==> src/hdl/llfr_pkg.sv <==
// Shared constants, codes and types of the LED link frame receiver.
// Used by every module of the block; no dependencies.
`default_nettype none

package llfr_pkg;

  localparam int BUF_BYTES = 64;
  localparam int POS_W     = $clog2(BUF_BYTES);
  localparam int BANKS     = 2;
  localparam int RAM_DEPTH = BANKS * BUF_BYTES;
  localparam int RAM_AW    = $clog2(RAM_DEPTH);
  localparam int CNT_W     = 6;
  localparam int APB_AW    = 4;

  localparam logic [POS_W-1:0] POS_FIRST    = POS_W'(1);
  localparam logic [POS_W-1:0] POS_TYPE     = POS_W'(2);
  localparam logic [POS_W-1:0] POS_MODE     = POS_W'(3);
  localparam logic [POS_W-1:0] POS_RED      = POS_W'(4);
  localparam logic [POS_W-1:0] POS_GREEN    = POS_W'(5);
  localparam logic [POS_W-1:0] POS_BLUE     = POS_W'(6);
  localparam logic [POS_W-1:0] POS_PERIOD   = POS_W'(7);
  localparam logic [POS_W-1:0] POS_VER_BASE = POS_W'(3);
  localparam logic [POS_W-1:0] POS_LAST     = POS_W'(BUF_BYTES - 1);

  localparam logic [7:0] VER_OVERHEAD = 8'd5;

  localparam logic [1:0] REG_HEADER   = 2'd0;
  localparam logic [1:0] REG_FOOTER   = 2'd1;
  localparam logic [1:0] REG_LED_TYPE = 2'd2;
  localparam logic [1:0] REG_VER_TYPE = 2'd3;

  localparam logic KIND_LED     = 1'b0;
  localparam logic KIND_VERSION = 1'b1;

  typedef struct packed {
    logic [7:0] header;
    logic [7:0] footer;
    logic [7:0] led_type;
    logic [7:0] ver_type;
  } cfg_t;

  typedef struct packed {
    logic             kind;
    logic             bank;
    logic [CNT_W-1:0] count;
    logic [7:0]       mode;
    logic [7:0]       red;
    logic [7:0]       green;
    logic [7:0]       blue;
    logic [7:0]       period;
  } cmd_t;

endpackage

`default_nettype wire

==> src/hdl/llfr_ifs.sv <==
// Valid/ready channel interfaces of the LED link frame receiver:
// the received byte stream and the report stream. No dependencies.
`default_nettype none

interface llfr_byte_if;
  logic       valid;
  logic       ready;
  logic [7:0] rx_byte;

  modport source (output valid, output rx_byte, input ready);
  modport sink (input valid, input rx_byte, output ready);
endinterface

interface llfr_report_if;
  logic       valid;
  logic       ready;
  logic       frame_kind;
  logic [7:0] effect_mode;
  logic [7:0] red;
  logic [7:0] green;
  logic [7:0] blue;
  logic [7:0] effect_period;
  logic [7:0] version_byte;
  logic [5:0] version_index;
  logic [5:0] version_count;
  logic       last;

  modport source (
    output valid, input ready,
    output frame_kind, output effect_mode, output red, output green, output blue,
    output effect_period, output version_byte, output version_index,
    output version_count, output last
  );
  modport sink (
    input valid, output ready,
    input frame_kind, input effect_mode, input red, input green, input blue,
    input effect_period, input version_byte, input version_index,
    input version_count, input last
  );
endinterface

`default_nettype wire

==> src/hdl/llfr_frame_ram.sv <==
// Two-bank frame byte store: one write port, one read port with registered data.
// Depends on llfr_pkg.
`default_nettype none

module llfr_frame_ram (
  input  logic                      clk,
  input  logic                      we,
  input  logic [llfr_pkg::RAM_AW-1:0] waddr,
  input  logic [7:0]                wdata,
  input  logic                      re,
  input  logic [llfr_pkg::RAM_AW-1:0] raddr,
  output logic [7:0]                rdata
);
  import llfr_pkg::*;

  logic [7:0] mem [RAM_DEPTH];

  always_ff @(posedge clk) begin
    if (we) begin
      mem[waddr] <= wdata;
    end
  end

  always_ff @(posedge clk) begin
    if (re) begin
      rdata <= mem[raddr];
    end
  end

endmodule

`default_nettype wire

==> src/hdl/llfr_cmd_fifo.sv <==
// Two-entry request queue between the frame parser and the report sequencer.
// Depends on llfr_pkg.
`default_nettype none

module llfr_cmd_fifo (
  input  logic           clk,
  input  logic           rst,
  input  logic           push,
  input  llfr_pkg::cmd_t push_cmd,
  output logic           full,
  input  logic           pop,
  output logic           nonempty,
  output llfr_pkg::cmd_t head
);
  import llfr_pkg::*;

  cmd_t       entry [2];
  logic       wr_ptr;
  logic       rd_ptr;
  logic [1:0] fill;

  assign full     = fill == 2'd2;
  assign nonempty = fill != 2'd0;
  assign head     = entry[rd_ptr];

  always_ff @(posedge clk) begin
    if (push) begin
      entry[wr_ptr] <= push_cmd;
    end
  end

  always_ff @(posedge clk) begin
    if (rst) begin
      wr_ptr <= 1'b0;
      rd_ptr <= 1'b0;
      fill   <= 2'd0;
    end else begin
      if (push) begin
        wr_ptr <= ~wr_ptr;
      end
      if (pop) begin
        rd_ptr <= ~rd_ptr;
      end
      fill <= fill + {1'b0, push} - {1'b0, pop};
    end
  end

endmodule

`default_nettype wire

==> src/hdl/llfr_front.sv <==
// Frame parser: accepts received bytes, stores them, checks footer and sum,
// classifies the frame and queues one report request for a good LED or version frame. Depends on llfr_pkg.
`default_nettype none

module llfr_front (
  input  logic                        clk,
  input  logic                        rst,
  llfr_byte_if.sink                   link,
  input  llfr_pkg::cfg_t              cfg,
  input  logic                        fifo_full,
  output logic                        push,
  output llfr_pkg::cmd_t              push_cmd,
  input  logic                        release_bank,
  output logic                        ram_we,
  output logic [llfr_pkg::RAM_AW-1:0] ram_waddr,
  output logic [7:0]                  ram_wdata
);
  import llfr_pkg::*;

  logic             in_frame;
  logic [POS_W-1:0] pos;
  logic [7:0]       frame_length;
  logic [7:0]       running_sum;
  logic [7:0]       prev_byte;
  logic [7:0]       type_byte;
  logic [7:0]       mode_byte;
  logic [7:0]       red_byte;
  logic [7:0]       green_byte;
  logic [7:0]       blue_byte;
  logic [7:0]       period_byte;
  logic             bank;
  logic [1:0]       outstanding;

  logic             accept;
  logic [7:0]       b;
  logic [7:0]       len_now;
  logic [7:0]       type_now;
  logic             closing;
  logic             good;
  logic             is_led;
  logic             is_ver;
  logic [CNT_W-1:0] count;
  logic             take_bank;

  assign link.ready = !fifo_full && (outstanding != 2'd2);
  assign accept     = link.valid && link.ready;
  assign b          = link.rx_byte;

  always_comb begin
    len_now  = (pos == POS_FIRST) ? b : frame_length;
    type_now = (pos == POS_TYPE) ? b : type_byte;
    closing  = in_frame && (len_now != 8'd0) && (8'(pos) == len_now - 8'd1);
    good     = accept && closing && (b == cfg.footer)
               && ((running_sum - prev_byte) == prev_byte);
    is_led   = type_now == cfg.led_type;
    is_ver   = !is_led && (type_now == cfg.ver_type);
    count    = (len_now > VER_OVERHEAD) ? CNT_W'(len_now - VER_OVERHEAD) : '0;
    push     = good && (is_led || is_ver);
    take_bank = push && is_ver && (count != '0);

    push_cmd.kind   = is_led ? KIND_LED : KIND_VERSION;
    push_cmd.bank   = bank;
    push_cmd.count  = is_led ? '0 : count;
    push_cmd.mode   = (pos == POS_MODE) ? b : mode_byte;
    push_cmd.red    = (pos == POS_RED) ? b : red_byte;
    push_cmd.green  = (pos == POS_GREEN) ? b : green_byte;
    push_cmd.blue   = (pos == POS_BLUE) ? b : blue_byte;
    push_cmd.period = (pos == POS_PERIOD) ? b : period_byte;

    ram_we    = accept && (in_frame || (b == cfg.header));
    ram_waddr = {bank, (in_frame ? pos : '0)};
    ram_wdata = b;
  end

  // stored copies of the fixed-position bytes
  always_ff @(posedge clk) begin
    if (accept && in_frame) begin
      if (pos == POS_TYPE) begin
        type_byte <= b;
      end
      if (pos == POS_MODE) begin
        mode_byte <= b;
      end
      if (pos == POS_RED) begin
        red_byte <= b;
      end
      if (pos == POS_GREEN) begin
        green_byte <= b;
      end
      if (pos == POS_BLUE) begin
        blue_byte <= b;
      end
      if (pos == POS_PERIOD) begin
        period_byte <= b;
      end
    end
  end

  always_ff @(posedge clk) begin
    if (rst) begin
      in_frame     <= 1'b0;
      pos          <= '0;
      frame_length <= 8'd0;
      running_sum  <= 8'd0;
      prev_byte    <= 8'd0;
      bank         <= 1'b0;
      outstanding  <= 2'd0;
    end else begin
      if (accept) begin
        if (!in_frame) begin
          if (b == cfg.header) begin
            in_frame    <= 1'b1;
            pos         <= POS_FIRST;
            running_sum <= b;
            prev_byte   <= b;
          end
        end else begin
          if (pos == POS_FIRST) begin
            frame_length <= b;
          end
          if (closing) begin
            in_frame    <= 1'b0;
            pos         <= '0;
            running_sum <= 8'd0;
          end else begin
            running_sum <= running_sum + b;
            prev_byte   <= b;
            if (pos == POS_LAST) begin
              in_frame    <= 1'b0;
              pos         <= '0;
              running_sum <= 8'd0;
            end else begin
              pos <= pos + POS_W'(1);
            end
          end
        end
      end
      if (take_bank) begin
        bank <= ~bank;
      end
      outstanding <= outstanding + {1'b0, take_bank} - {1'b0, release_bank};
    end
  end

endmodule

`default_nettype wire

==> src/hdl/llfr_back.sv <==
// Report sequencer: takes queued requests and drives the report channel,
// reading version characters from the frame store. Depends on llfr_pkg.
`default_nettype none

module llfr_back (
  input  logic                        clk,
  input  logic                        rst,
  input  logic                        q_nonempty,
  input  llfr_pkg::cmd_t              q_head,
  output logic                        pop,
  output logic                        ram_re,
  output logic [llfr_pkg::RAM_AW-1:0] ram_raddr,
  input  logic [7:0]                  ram_rdata,
  output logic                        release_bank,
  llfr_report_if.source               report
);
  import llfr_pkg::*;

  localparam logic [1:0] ST_IDLE = 2'd0;
  localparam logic [1:0] ST_READ = 2'd1;
  localparam logic [1:0] ST_LOAD = 2'd2;

  logic [1:0]       state;
  logic [1:0]       state_next;
  cmd_t             cur;
  logic [CNT_W-1:0] k;
  logic             k_last;
  logic             slot_free;

  logic             out_valid;
  logic             out_kind;
  logic [7:0]       out_mode;
  logic [7:0]       out_red;
  logic [7:0]       out_green;
  logic [7:0]       out_blue;
  logic [7:0]       out_period;
  logic [7:0]       out_vbyte;
  logic [5:0]       out_vindex;
  logic [5:0]       out_vcount;
  logic             out_last;

  assign report.valid         = out_valid;
  assign report.frame_kind    = out_kind;
  assign report.effect_mode   = out_mode;
  assign report.red           = out_red;
  assign report.green         = out_green;
  assign report.blue          = out_blue;
  assign report.effect_period = out_period;
  assign report.version_byte  = out_vbyte;
  assign report.version_index = out_vindex;
  assign report.version_count = out_vcount;
  assign report.last          = out_last;

  assign slot_free = !out_valid || report.ready;
  assign k_last    = (k + CNT_W'(1)) == cur.count;

  always_comb begin
    pop          = 1'b0;
    ram_re       = 1'b0;
    release_bank = 1'b0;
    ram_raddr    = {cur.bank, POS_VER_BASE + POS_W'(k)};
    state_next   = state;
    case (state)
      ST_IDLE: begin
        if (q_nonempty && slot_free) begin
          pop = 1'b1;
          if ((q_head.kind == KIND_VERSION) && (q_head.count != '0)) begin
            state_next = ST_READ;
          end
        end
      end
      ST_READ: begin
        ram_re     = 1'b1;
        state_next = ST_LOAD;
      end
      ST_LOAD: begin
        if (slot_free) begin
          if (k_last) begin
            release_bank = 1'b1;
            state_next   = ST_IDLE;
          end else begin
            state_next = ST_READ;
          end
        end
      end
      default: begin
        state_next = ST_IDLE;
      end
    endcase
  end

  always_ff @(posedge clk) begin
    if (rst) begin
      state     <= ST_IDLE;
      out_valid <= 1'b0;
    end else begin
      state <= state_next;
      if (pop && ((q_head.kind == KIND_LED) || (q_head.count == '0))) begin
        out_valid <= 1'b1;
      end else if ((state == ST_LOAD) && slot_free) begin
        out_valid <= 1'b1;
      end else if (report.ready) begin
        out_valid <= 1'b0;
      end
    end
  end

  always_ff @(posedge clk) begin
    if (pop) begin
      cur <= q_head;
      k   <= '0;
      out_kind   <= q_head.kind;
      out_mode   <= (q_head.kind == KIND_LED) ? q_head.mode : 8'd0;
      out_red    <= (q_head.kind == KIND_LED) ? q_head.red : 8'd0;
      out_green  <= (q_head.kind == KIND_LED) ? q_head.green : 8'd0;
      out_blue   <= (q_head.kind == KIND_LED) ? q_head.blue : 8'd0;
      out_period <= (q_head.kind == KIND_LED) ? q_head.period : 8'd0;
      out_vbyte  <= 8'd0;
      out_vindex <= 6'd0;
      out_vcount <= 6'd0;
      out_last   <= 1'b1;
    end else if ((state == ST_LOAD) && slot_free) begin
      out_kind   <= KIND_VERSION;
      out_mode   <= 8'd0;
      out_red    <= 8'd0;
      out_green  <= 8'd0;
      out_blue   <= 8'd0;
      out_period <= 8'd0;
      out_vbyte  <= ram_rdata;
      out_vindex <= 6'(k);
      out_vcount <= 6'(cur.count);
      out_last   <= k_last;
      k          <= k + CNT_W'(1);
    end
  end

endmodule

`default_nettype wire

==> src/hdl/led_link_frame_receiver.sv <==
// LED link frame receiver, top level: register port, frame parser, request queue,
// two-bank frame store and report sequencer.
// Depends on llfr_pkg, llfr_ifs, llfr_frame_ram, llfr_cmd_fifo, llfr_front, llfr_back.
//
// Usage:
//   link   : received bytes, one per accepted valid/ready request.
//   report : report items; an LED frame gives one item, a version frame a run of
//            characters with last on the final one (an empty run gives one item).
//   APB    : header, footer, LED type and version type registers at 0x0..0xC.
// An LED report or empty version report passes the request queue and then the
// report output register after the footer byte is accepted. Version characters
// leave one at a time, set by the store's single read port (read, then load).
// Throughput: one byte per cycle. The parser stalls the link only when the
// request queue is full or two version runs are still unread, since each run
// holds one of the two store banks until its last character is loaded.
// Reset: parser waits for a header, queue empties, no report is valid, the
// registers take their default codes. The store needs no clearing.
// A stalled report holds its item; the parser takes bytes until it stalls the link.
`default_nettype none

module led_link_frame_receiver (
  input  logic                        clk,
  input  logic                        rst,
  llfr_byte_if.sink                   link,
  llfr_report_if.source               report,
  input  logic                        psel,
  input  logic                        penable,
  input  logic                        pwrite,
  input  logic [llfr_pkg::APB_AW-1:0] paddr,
  input  logic [31:0]                 pwdata,
  output logic [31:0]                 prdata,
  output logic                        pready
);
  import llfr_pkg::*;

  cfg_t              cfg;
  logic              cfg_we;
  logic              push;
  cmd_t              push_cmd;
  logic              fifo_full;
  logic              pop;
  logic              q_nonempty;
  cmd_t              q_head;
  logic              release_bank;
  logic              ram_we;
  logic [RAM_AW-1:0] ram_waddr;
  logic [7:0]        ram_wdata;
  logic              ram_re;
  logic [RAM_AW-1:0] ram_raddr;
  logic [7:0]        ram_rdata;

  assign pready = 1'b1;
  assign cfg_we = psel && penable && pwrite && pready;

  always_ff @(posedge clk) begin
    if (rst) begin
      cfg.header   <= 8'd90;
      cfg.footer   <= 8'd165;
      cfg.led_type <= 8'd1;
      cfg.ver_type <= 8'd2;
    end else if (cfg_we) begin
      case (paddr[3:2])
        REG_HEADER:   cfg.header   <= pwdata[7:0];
        REG_FOOTER:   cfg.footer   <= pwdata[7:0];
        REG_LED_TYPE: cfg.led_type <= pwdata[7:0];
        REG_VER_TYPE: cfg.ver_type <= pwdata[7:0];
        default: begin
        end
      endcase
    end
  end

  always_comb begin
    case (paddr[3:2])
      REG_HEADER:   prdata = {24'd0, cfg.header};
      REG_FOOTER:   prdata = {24'd0, cfg.footer};
      REG_LED_TYPE: prdata = {24'd0, cfg.led_type};
      REG_VER_TYPE: prdata = {24'd0, cfg.ver_type};
      default:      prdata = 32'd0;
    endcase
  end

  llfr_front u_front (
    .clk          (clk),
    .rst          (rst),
    .link         (link),
    .cfg          (cfg),
    .fifo_full    (fifo_full),
    .push         (push),
    .push_cmd     (push_cmd),
    .release_bank (release_bank),
    .ram_we       (ram_we),
    .ram_waddr    (ram_waddr),
    .ram_wdata    (ram_wdata)
  );

  llfr_cmd_fifo u_fifo (
    .clk      (clk),
    .rst      (rst),
    .push     (push),
    .push_cmd (push_cmd),
    .full     (fifo_full),
    .pop      (pop),
    .nonempty (q_nonempty),
    .head     (q_head)
  );

  llfr_frame_ram u_ram (
    .clk   (clk),
    .we    (ram_we),
    .waddr (ram_waddr),
    .wdata (ram_wdata),
    .re    (ram_re),
    .raddr (ram_raddr),
    .rdata (ram_rdata)
  );

  llfr_back u_back (
    .clk          (clk),
    .rst          (rst),
    .q_nonempty   (q_nonempty),
    .q_head       (q_head),
    .pop          (pop),
    .ram_re       (ram_re),
    .ram_raddr    (ram_raddr),
    .ram_rdata    (ram_rdata),
    .release_bank (release_bank),
    .report       (report)
  );

endmodule

`default_nettype wire
==> src/flat_wrapper.sv <==
// flat-port wrapper written by rule: the top's interface ports become plain ports
module led_link_frame_receiver_flat import llfr_pkg::*;
  (clk, rst, psel, penable, pwrite, paddr, pwdata, prdata, pready, link_valid, link_rx_byte, link_ready, report_valid, report_ready, report_frame_kind, report_effect_mode, report_red, report_green, report_blue, report_effect_period, report_version_byte, report_version_index, report_version_count, report_last);
  llfr_byte_if link_i ();
  llfr_report_if report_i ();
  input  logic clk;
  input  logic rst;
  input  logic psel;
  input  logic penable;
  input  logic pwrite;
  input  logic [llfr_pkg::APB_AW-1:0] paddr;
  input  logic [31:0] pwdata;
  output logic [31:0] prdata;
  output logic pready;
  input wire logic [$bits(link_i.valid)-1:0] link_valid;
  input wire logic [$bits(link_i.rx_byte)-1:0] link_rx_byte;
  output wire logic [$bits(link_i.ready)-1:0] link_ready;
  output wire logic [$bits(report_i.valid)-1:0] report_valid;
  input wire logic [$bits(report_i.ready)-1:0] report_ready;
  output wire logic [$bits(report_i.frame_kind)-1:0] report_frame_kind;
  output wire logic [$bits(report_i.effect_mode)-1:0] report_effect_mode;
  output wire logic [$bits(report_i.red)-1:0] report_red;
  output wire logic [$bits(report_i.green)-1:0] report_green;
  output wire logic [$bits(report_i.blue)-1:0] report_blue;
  output wire logic [$bits(report_i.effect_period)-1:0] report_effect_period;
  output wire logic [$bits(report_i.version_byte)-1:0] report_version_byte;
  output wire logic [$bits(report_i.version_index)-1:0] report_version_index;
  output wire logic [$bits(report_i.version_count)-1:0] report_version_count;
  output wire logic [$bits(report_i.last)-1:0] report_last;
  assign link_i.valid = link_valid;
  assign link_i.rx_byte = link_rx_byte;
  assign link_ready = link_i.ready;
  assign report_valid = report_i.valid;
  assign report_i.ready = report_ready;
  assign report_frame_kind = report_i.frame_kind;
  assign report_effect_mode = report_i.effect_mode;
  assign report_red = report_i.red;
  assign report_green = report_i.green;
  assign report_blue = report_i.blue;
  assign report_effect_period = report_i.effect_period;
  assign report_version_byte = report_i.version_byte;
  assign report_version_index = report_i.version_index;
  assign report_version_count = report_i.version_count;
  assign report_last = report_i.last;
  led_link_frame_receiver u_core (.clk(clk), .rst(rst), .link(link_i), .report(report_i), .psel(psel), .penable(penable), .pwrite(pwrite), .paddr(paddr), .pwdata(pwdata), .prdata(prdata), .pready(pready));
endmodule
==> config.mk <==
export PLATFORM = sky130hd
export DESIGN_NAME = led_link_frame_receiver_flat
export DESIGN_NICKNAME = d
export VERILOG_FILES = /design/src/hdl/llfr_pkg.sv /design/src/hdl/llfr_ifs.sv /design/src/hdl/llfr_frame_ram.sv /design/src/hdl/llfr_cmd_fifo.sv /design/src/hdl/llfr_front.sv /design/src/hdl/llfr_back.sv /design/src/hdl/led_link_frame_receiver.sv /design/src/flat_wrapper.sv
export SDC_FILE = /design/constraint.sdc
export NUM_CORES = 2
export LEC_CHECK = 0
export ABC_AREA = 1
export BUFFER_PORTS_ARGS = -buffer_cell sky130_fd_sc_hd__buf_2
export CAP_MARGIN = 20
export CORE_UTILIZATION = 52
export CTS_BUF_LIST = sky130_fd_sc_hd__clkbuf_16
export DETAILED_ROUTE_END_ITERATION = 6
export GPL_ROUTABILITY_DRIVEN = 0
export PLACE_DENSITY = 0.72
export SLEW_MARGIN = 20
export SYNTH_ARGS = -nofsm -noshare
export SYNTH_HDL_FRONTEND = slang
export SYNTH_SLANG_ARGS = --single-unit
==> constraint.sdc <==
create_clock -name clk -period 13.1 [get_ports clk]
set_input_delay 2.62 -clock clk [delete_from_list [all_inputs] [get_ports clk]]
set_output_delay 2.62 -clock clk [all_outputs]
set_load 0.01 [all_outputs]
# Yosys cells after proc, flatten, opt, wreduce, memory -nomap -nowiden
# Memories as Yosys holds them, arrays and structs flattened. A register that Yosys moved wholly into a read port is not among the register bits.
# Cells that the tools add are included.
dict set report totals {
  regBits 196
  mem_bits_rw 1120
  in_bits 51
  output_inout_bits 97
  wordCells 182
  mem_count 2
}
dict set report op_classes {
  add_sub_neg 11
  n_lt_le_gt_ge 1
  n_eq_ne 26
  mux 59
  bitwise 4
  reduce_logical 44
}
# name words word_bits rd rd_ports_with_merged_regs write_ports line
set memory_table {}
lappend memory_table {u_core.u_ram.mem 128 8 1 1 1 llfr_frame_ram.sv:16} ;# logic [7:0] mem [RAM_DEPTH];
lappend memory_table {u_core.u_fifo.entry 2 48 1 1 1 llfr_cmd_fifo.sv:17} ;# cmd_t entry [2];
# op count
set op_table {}
lappend op_table {{8-bit 2-to-1 mux} 24}
lappend op_table {{32-bit case mux with 4 select lines} 1}
lappend op_table {{6-bit 2-to-1 mux} 7}
lappend op_table {{8-bit equality test} 5}
lappend op_table {{6-bit by 3-bit equality test with 1-bit output, second input constant} 4}
lappend op_table {{1-bit 2-to-1 mux} 23}
lappend op_table {{1-bit logical AND} 19}
lappend op_table {{6-bit by 1-bit adder with 6-bit output, second input constant} 2}
lappend op_table {{6-bit by 2-bit equality test with 1-bit output, second input constant} 2}
lappend op_table {{2-bit AND reduction} 6}
lappend op_table {{6-bit nonzero test} 2}
lappend op_table {{2-bit != test, second input constant} 5}
lappend op_table {{8-bit adder} 1}
lappend op_table {{2-bit equality test, second input constant} 4}
lappend op_table {{6-bit by 8-bit equality test with 1-bit output} 1}
lappend op_table {{8-bit by 3-bit > comparator with 1-bit output, second input constant} 1}
lappend op_table {{8-bit nonzero test} 1}
lappend op_table {{8-bit by 1-bit subtractor with 8-bit output, second input constant} 1}
lappend op_table {{8-bit subtractor} 1}
lappend op_table {{2-bit by 6-bit adder with 6-bit output, first input constant} 1}
lappend op_table {{6-bit by 1-bit equality test with 1-bit output, second input constant} 1}
lappend op_table {{6-bit equality test} 1}
lappend op_table {{6-bit equality test, second input constant} 1}
lappend op_table {{6-bit logical NOT} 1}
lappend op_table {{13 further kinds} 30}

# Logic depth before layout (Yosys ltp)
dict set report depth {
  depth_word 13
  mapped_depth 22
  mapped_depth_nobuf 21
}

# Hierarchy
# Synthesis repeated with hierarchy kept, for this count alone.
dict set report hier_totals {
  cells_unflattened 5084
  hier_area_um2 56410.4
}
# mod instances cells_each area_per_inst_um2 seq_area_each_um2
set by_module_without_submodules {}
lappend by_module_without_submodules {llfr_frame_ram 1 3575 42184.2 30989.7}
lappend by_module_without_submodules {llfr_front 1 752 5511.5 2102.0}
lappend by_module_without_submodules {llfr_cmd_fifo 1 180 3766.1 2982.9}
lappend by_module_without_submodules {llfr_back 1 322 3230.6 2042.0}
lappend by_module_without_submodules {led_link_frame_receiver 1 255 1717.9 640.6}

# Worst setup path after synthesis
# Ideal clock, no wire load.
dict set report synth_timing {
  kind {input to register}
  from {input port link_rx_byte[0]}
  to {memory u_core.u_fifo.entry[0][0] (netlist name), enable pin}
  setup_time_ps 454
  arrival_ps 6141
  required_time_ps 12646
  slack_ps 6506
  stages 15
  path_buffers 2
  cell_sequence {clkbuf_1 -> inv_1 -> nand4_1 -> nand2_2 -> nand2_2 -> nor2_2 -> nand2_1 -> nand2_1 -> nand2_1 -> nand2_1 -> nand3_1 -> nor2_2 -> buf_6 -> nand2_4 -> nor2_1}
}
dict set report synth_between {
  elab_chain_cells 10
  elab_cells_between_ends 19
  cone_classes {add/sub (1); eq/ne (4); mux (4); reduce/logical (10)}
}
# item line
set synth_rtl {}
lappend synth_rtl {{from (decl)} flat_wrapper.sv:16} ;# input wire logic [$bits(link_i.rx_byte)-1:0] link_rx_byte;
lappend synth_rtl {{8-bit 2-to-1 mux} llfr_front.sv:50} ;# len_now = (pos == POS_FIRST) ? b : frame_length;
lappend synth_rtl {{8-bit by 1-bit subtractor with 8-bit output or 8-bit nonzero test (tied branches)} llfr_front.sv:52} ;# closing = in_frame && (len_now != 8'd0) && (8'(pos) == len_now - 8'd1);
lappend synth_rtl {{6-bit by 8-bit equality test with 1-bit output or 1-bit logical AND (tied branches)} llfr_front.sv:52}
lappend synth_rtl {{1-bit logical AND} llfr_front.sv:52}
lappend synth_rtl {{1-bit logical AND (2 in series)} llfr_front.sv:53} ;# good = accept && closing && (b == cfg.footer)
lappend synth_rtl {{1-bit logical AND} llfr_front.sv:54} ;# && ((running_sum - prev_byte) == prev_byte);
lappend synth_rtl {{1-bit logical AND *} llfr_front.sv:58} ;# push = good && (is_led || is_ver);
lappend synth_rtl {{1-bit 2-to-1 mux *} llfr_cmd_fifo.sv:27} ;# if (push) begin
lappend synth_rtl {{1-bit 2-to-1 mux (implied by the code) *} llfr_cmd_fifo.sv:28} ;# entry[wr_ptr] <= push_cmd;
lappend synth_rtl {{to (decl)} llfr_cmd_fifo.sv:17}
# Mark *: on every way between the ends. The rest lies on a longest branch, timed or not.

# Final worst setup path
dict set report layout_timing {
  from {input port paddr[3] (netlist name)}
  to {output port prdata[3]}
}
dict set report layout_between {
  elab_chain_cells 2
  elab_cells_between_ends 5
  cone_classes {eq/ne (3); mux (1); reduce/logical (1)}
}
# item line
set layout_rtl {}
lappend layout_rtl {{from (decl)} flat_wrapper.sv:11} ;# input logic [llfr_pkg::APB_AW-1:0] paddr;
lappend layout_rtl {{2-bit equality test (tied with other cells)} led_link_frame_receiver.sv:74} ;# case (paddr[3:2])
lappend layout_rtl {{32-bit case mux with 4 select lines *} led_link_frame_receiver.sv:74}
lappend layout_rtl {{to (decl)} flat_wrapper.sv:13} ;# output logic [31:0] prdata;
# Mark *: on every way between the ends. The rest lies on a longest branch, timed or not. The select of a mux whose other input is x is not followed.

==> impl_metrics.json <==
{
  "status": "finished, violations left",
  "violations": "design-rule violations",
  "p_switching_uw": 4233,
  "worst-path-max-fanout": 8,
  "crit_start": "paddr[3]",
  "cts-root-buf": "clkbuf_16",
  "rows": 117,
  "dr.pass1.iters": 7,
  "fmax_mhz": 155.9,
  "synthArstFlopShare": 0,
  "post-route-min-period_ns": 6.413,
  "cts_inserted_buffers": 135,
  "hold_path_class": "register to register",
  "cts_resized": 0,
  "htree_levels": 4,
  "nets": 4577,
  "vdd_drop_max_uv": 439.7,
  "clk_latency_ns": 0.77,
  "antenna_found_initial": 1,
  "finalMaxSlewViolations": 0,
  "power_uw": 12120,
  "seqCellArea_um2": 38760,
  "cp-end-kind": "output pin",
  "setup_violations": 0,
  "port_buffers": 96,
  "p_leak_uw": 0.02024,
  "grt_pass1_vias": 33820,
  "netlist_area_um2": 53930,
  "die_w_um": 324.0,
  "ios": 148,
  "track_usage": 0.2564,
  "ys_seq_elements": 1324,
  "yosysSeqAreaShare": 0.7187,
  "die_h_um": 324.0,
  "path_clk_slew_ns": 0.06,
  "ant_nets": 0,
  "power_frac_comb": 0.286,
  "power.density_nw_per_um2": 202.8,
  "initial_utilization": 0.5270,
  "synth_top_area_frac": 0.6816,
  "syn_inst": 4503,
  "seq_power_share": 0.406,
  "p_clk_frac": 0.308,
  "start_kind": "input port",
  "antenna_cells": 0,
  "hold_viol": 0,
  "drt-vias-per-instance": 6.037,
  "p_sw_frac": 0.3492,
  "route.detailed.drc": 4,
  "final.setup.tns_ns": 0,
  "synth_area_leaders": "edfxtp_1 (68%), o21ai_0 (6.9%), nor2_1 (6.1%)",
  "clk_path_buf_depth": 3,
  "yosysTopAreaCell": "edfxtp_1",
  "grt_first_pass_wirelength_um": 202600,
  "cap_viol_max_count": 0,
  "rsz0062_at_grt": "false",
  "core_area_um2": 102300,
  "grt-ovfl-total": 0,
  "timing.rr.start": "u_core.u_back.k[0]",
  "cts_setup_buffers": 0,
  "dp_hpwl_um": 77280,
  "cts_sinks": 1324,
  "worst-setup-path-type": "input port to output pin",
  "required_ns": 10.48,
  "yosysWarnings": 0,
  "post_drt_wl_per_cell_um": 22.69,
  "drive_above_1_share": 0.08332,
  "min_from": "u_core.u_ram.rdata[1]",
  "ctsHoldBuffers": 0,
  "drt-initial-drc-count": 4727,
  "grt_max_degree": 206,
  "synth_top_flop_cell": "edfxtp_1",
  "multi_input_area_um2": 13610,
  "dieArea_um2": 105000,
  "p_int_uw": 7889,
  "synth-edff-count": 1224,
  "yosysUniqueCellTypes": 47,
  "max_slew_margin": 0.2365,
  "finalWirelength_um": 135600,
  "min_period_over_period": 0.4895,
  "syn_to_final_growth_pct": 10.83,
  "fillers": 7998,
  "cts_tree": "done",
  "num_vias": 36080,
  "syn_area_per_cell_um2": 11.98,
  "cp.arrival_ns": 3.79,
  "skew_ns": 0.03296,
  "tightest_slew_ns": 1.138
}
==> critical path, stage by stage <==
cell       delay (ns)
buf_2            0.11
inv_1            0.04
nor2_1           0.40
inv_1            0.12
o2111ai_1        0.30
buf_2            0.20
==> cells by family after synthesis <==
| family | after synthesis | share of synthesized area |
|---|---|---|
| flip-flops | 1324 | 0.7187 |
| XOR/XNOR | 36 | 0.006102 |
| other | 2 | 0.0001393 |
| AO/OA/AOI/OAI | 1212 | 0.1262 |
| AND/OR/NAND/NOR | 1474 | 0.1100 |
| adder cells (fa/ha/maj) | 26 | 0.006311 |
| buffers and inverters | 429 | 0.03253 |
==> layout make-up <==
class | count | share of cell area
clock buffers | 138 | 0.05778
clock inverters | 108 | 0.01417
inverters | 118 | 0.007641
multi-input cells | 2773 | 0.2277
flip-flops and latches | 1324 | 0.6485
well taps | 1368 | 0.02864
repair buffers | 148 | 0.01553
==> cells in the final DEF, fill, tap and decap left out, types with 26 or more instances in the layout <==
| cell type | instances |
|---|---|
| edfxtp_1 | 1224 |
| nor2_1 | 868 |
| o21ai_0 | 745 |
| nand2_1 | 408 |
| o22ai_1 | 233 |
| inv_1 | 139 |
| clkbuf_16 | 138 |
| nand3_1 | 108 |
| a21oi_1 | 102 |
| dfxtp_1 | 98 |
| buf_2 | 88 |
| o221ai_1 | 80 |
| buf_4 | 57 |
| nand4_1 | 31 |
| clkinv_1 | 30 |
| xor2_1 | 26 |
==> cells in the mapped netlist, types with 3 or more instances <==
library cell	number
xnor2_1	6
nand3b_1	16
nand3_1	108
nand4_1	31
nor3_1	15
buf_1	9
nor2_1	871
nor2_2	6
nand2_2	7
inv_1	112
o211ai_1	23
o21ai_2	4
nand2_1	409
clkinv_1	3
o2111ai_1	4
buf_2	18
inv_2	3
o21ai_4	3
a31oi_1	8
dfxtp_1	100
xor2_1	29
o21ai_1	4
o21ai_0	746
o22ai_1	233
a21oi_1	102
buf_4	28
o221ai_1	80
clkbuf_1	253
ha_1	24
nor4_1	3
edfxtp_1	1224
==> final timing paths <==
| path | to | slack (ns) | cells past startpoint |
|---|---|---|---|
| hold reg to reg | u_core.u_back.report.version_byte[1] | 0.45 | 2 |
| setup / recovery | prdata[3] | 6.69 | 6 |
| hold / removal | u_core.u_back.report.version_byte[1] | 0.45 | 2 |
| setup reg to reg | u_core.u_ram.rdata[6] | 7.33 | 12 |
==> sequential cells by signal (all words and copies together) (netlist names), 7 cells and up, named ones only <==
name                                flops
u_core.u_ram.mem                     1024
u_core.u_fifo.entry                    96
u_core.cfg                             32
u_core.u_back.report.blue               8
u_core.u_back.report.effect_mode        8
u_core.u_back.report.effect_period      8
u_core.u_back.report.green              8
u_core.u_back.report.red                8
u_core.u_back.report.version_byte       8
u_core.u_front.blue_byte                8
u_core.u_front.frame_length             8
u_core.u_front.green_byte               8
u_core.u_front.mode_byte                8
u_core.u_front.period_byte              8
u_core.u_front.red_byte                 8
u_core.u_front.running_sum              8
u_core.u_front.type_byte                8
u_core.u_ram.rdata                      8
u_core.u_front.prev_byte                7
==> power groups by stage <==
stage	clock network (uW)	registers [uW]	logic (uW)
floorplan	0	5010	2210
global placement	0	5010	3320
detailed placement	0	5010	3390
CTS	3770	4930	3410
global route	3930	4940	3770
finish	3730	4920	3460
==> through the flow <==
step | setup slack (ns) | instance area (um2) | instances | hold slack [ns] | util
after floorplan | 6.506 | 54010 | 4526 | 0.4194 | -
after global placement | 6.554 | 55460 | 5731 | 0.4358 | 0.5420
after detailed placement | 6.554 | 55460 | 5731 | 0.4415 | 0.5420
after CTS | 6.697 | 59760 | 5977 | 0.4576 | 0.5840
after global routing | 6.632 | 59770 | 5977 | 0.4729 | 0.5841
final | 6.687 | 59770 | 5977 | 0.4517 | 0.5841
==> metal layers <==
metal,share of wire,track usage,wire (um)
met2,0.47,0.4085,64240
met1,0.40,0.3515,53810
met4,0.034,0.09780,4599
met5,0,0,0
met3,0.096,0.04707,12970
Note: power is estimated with default switching activity, not from simulation.
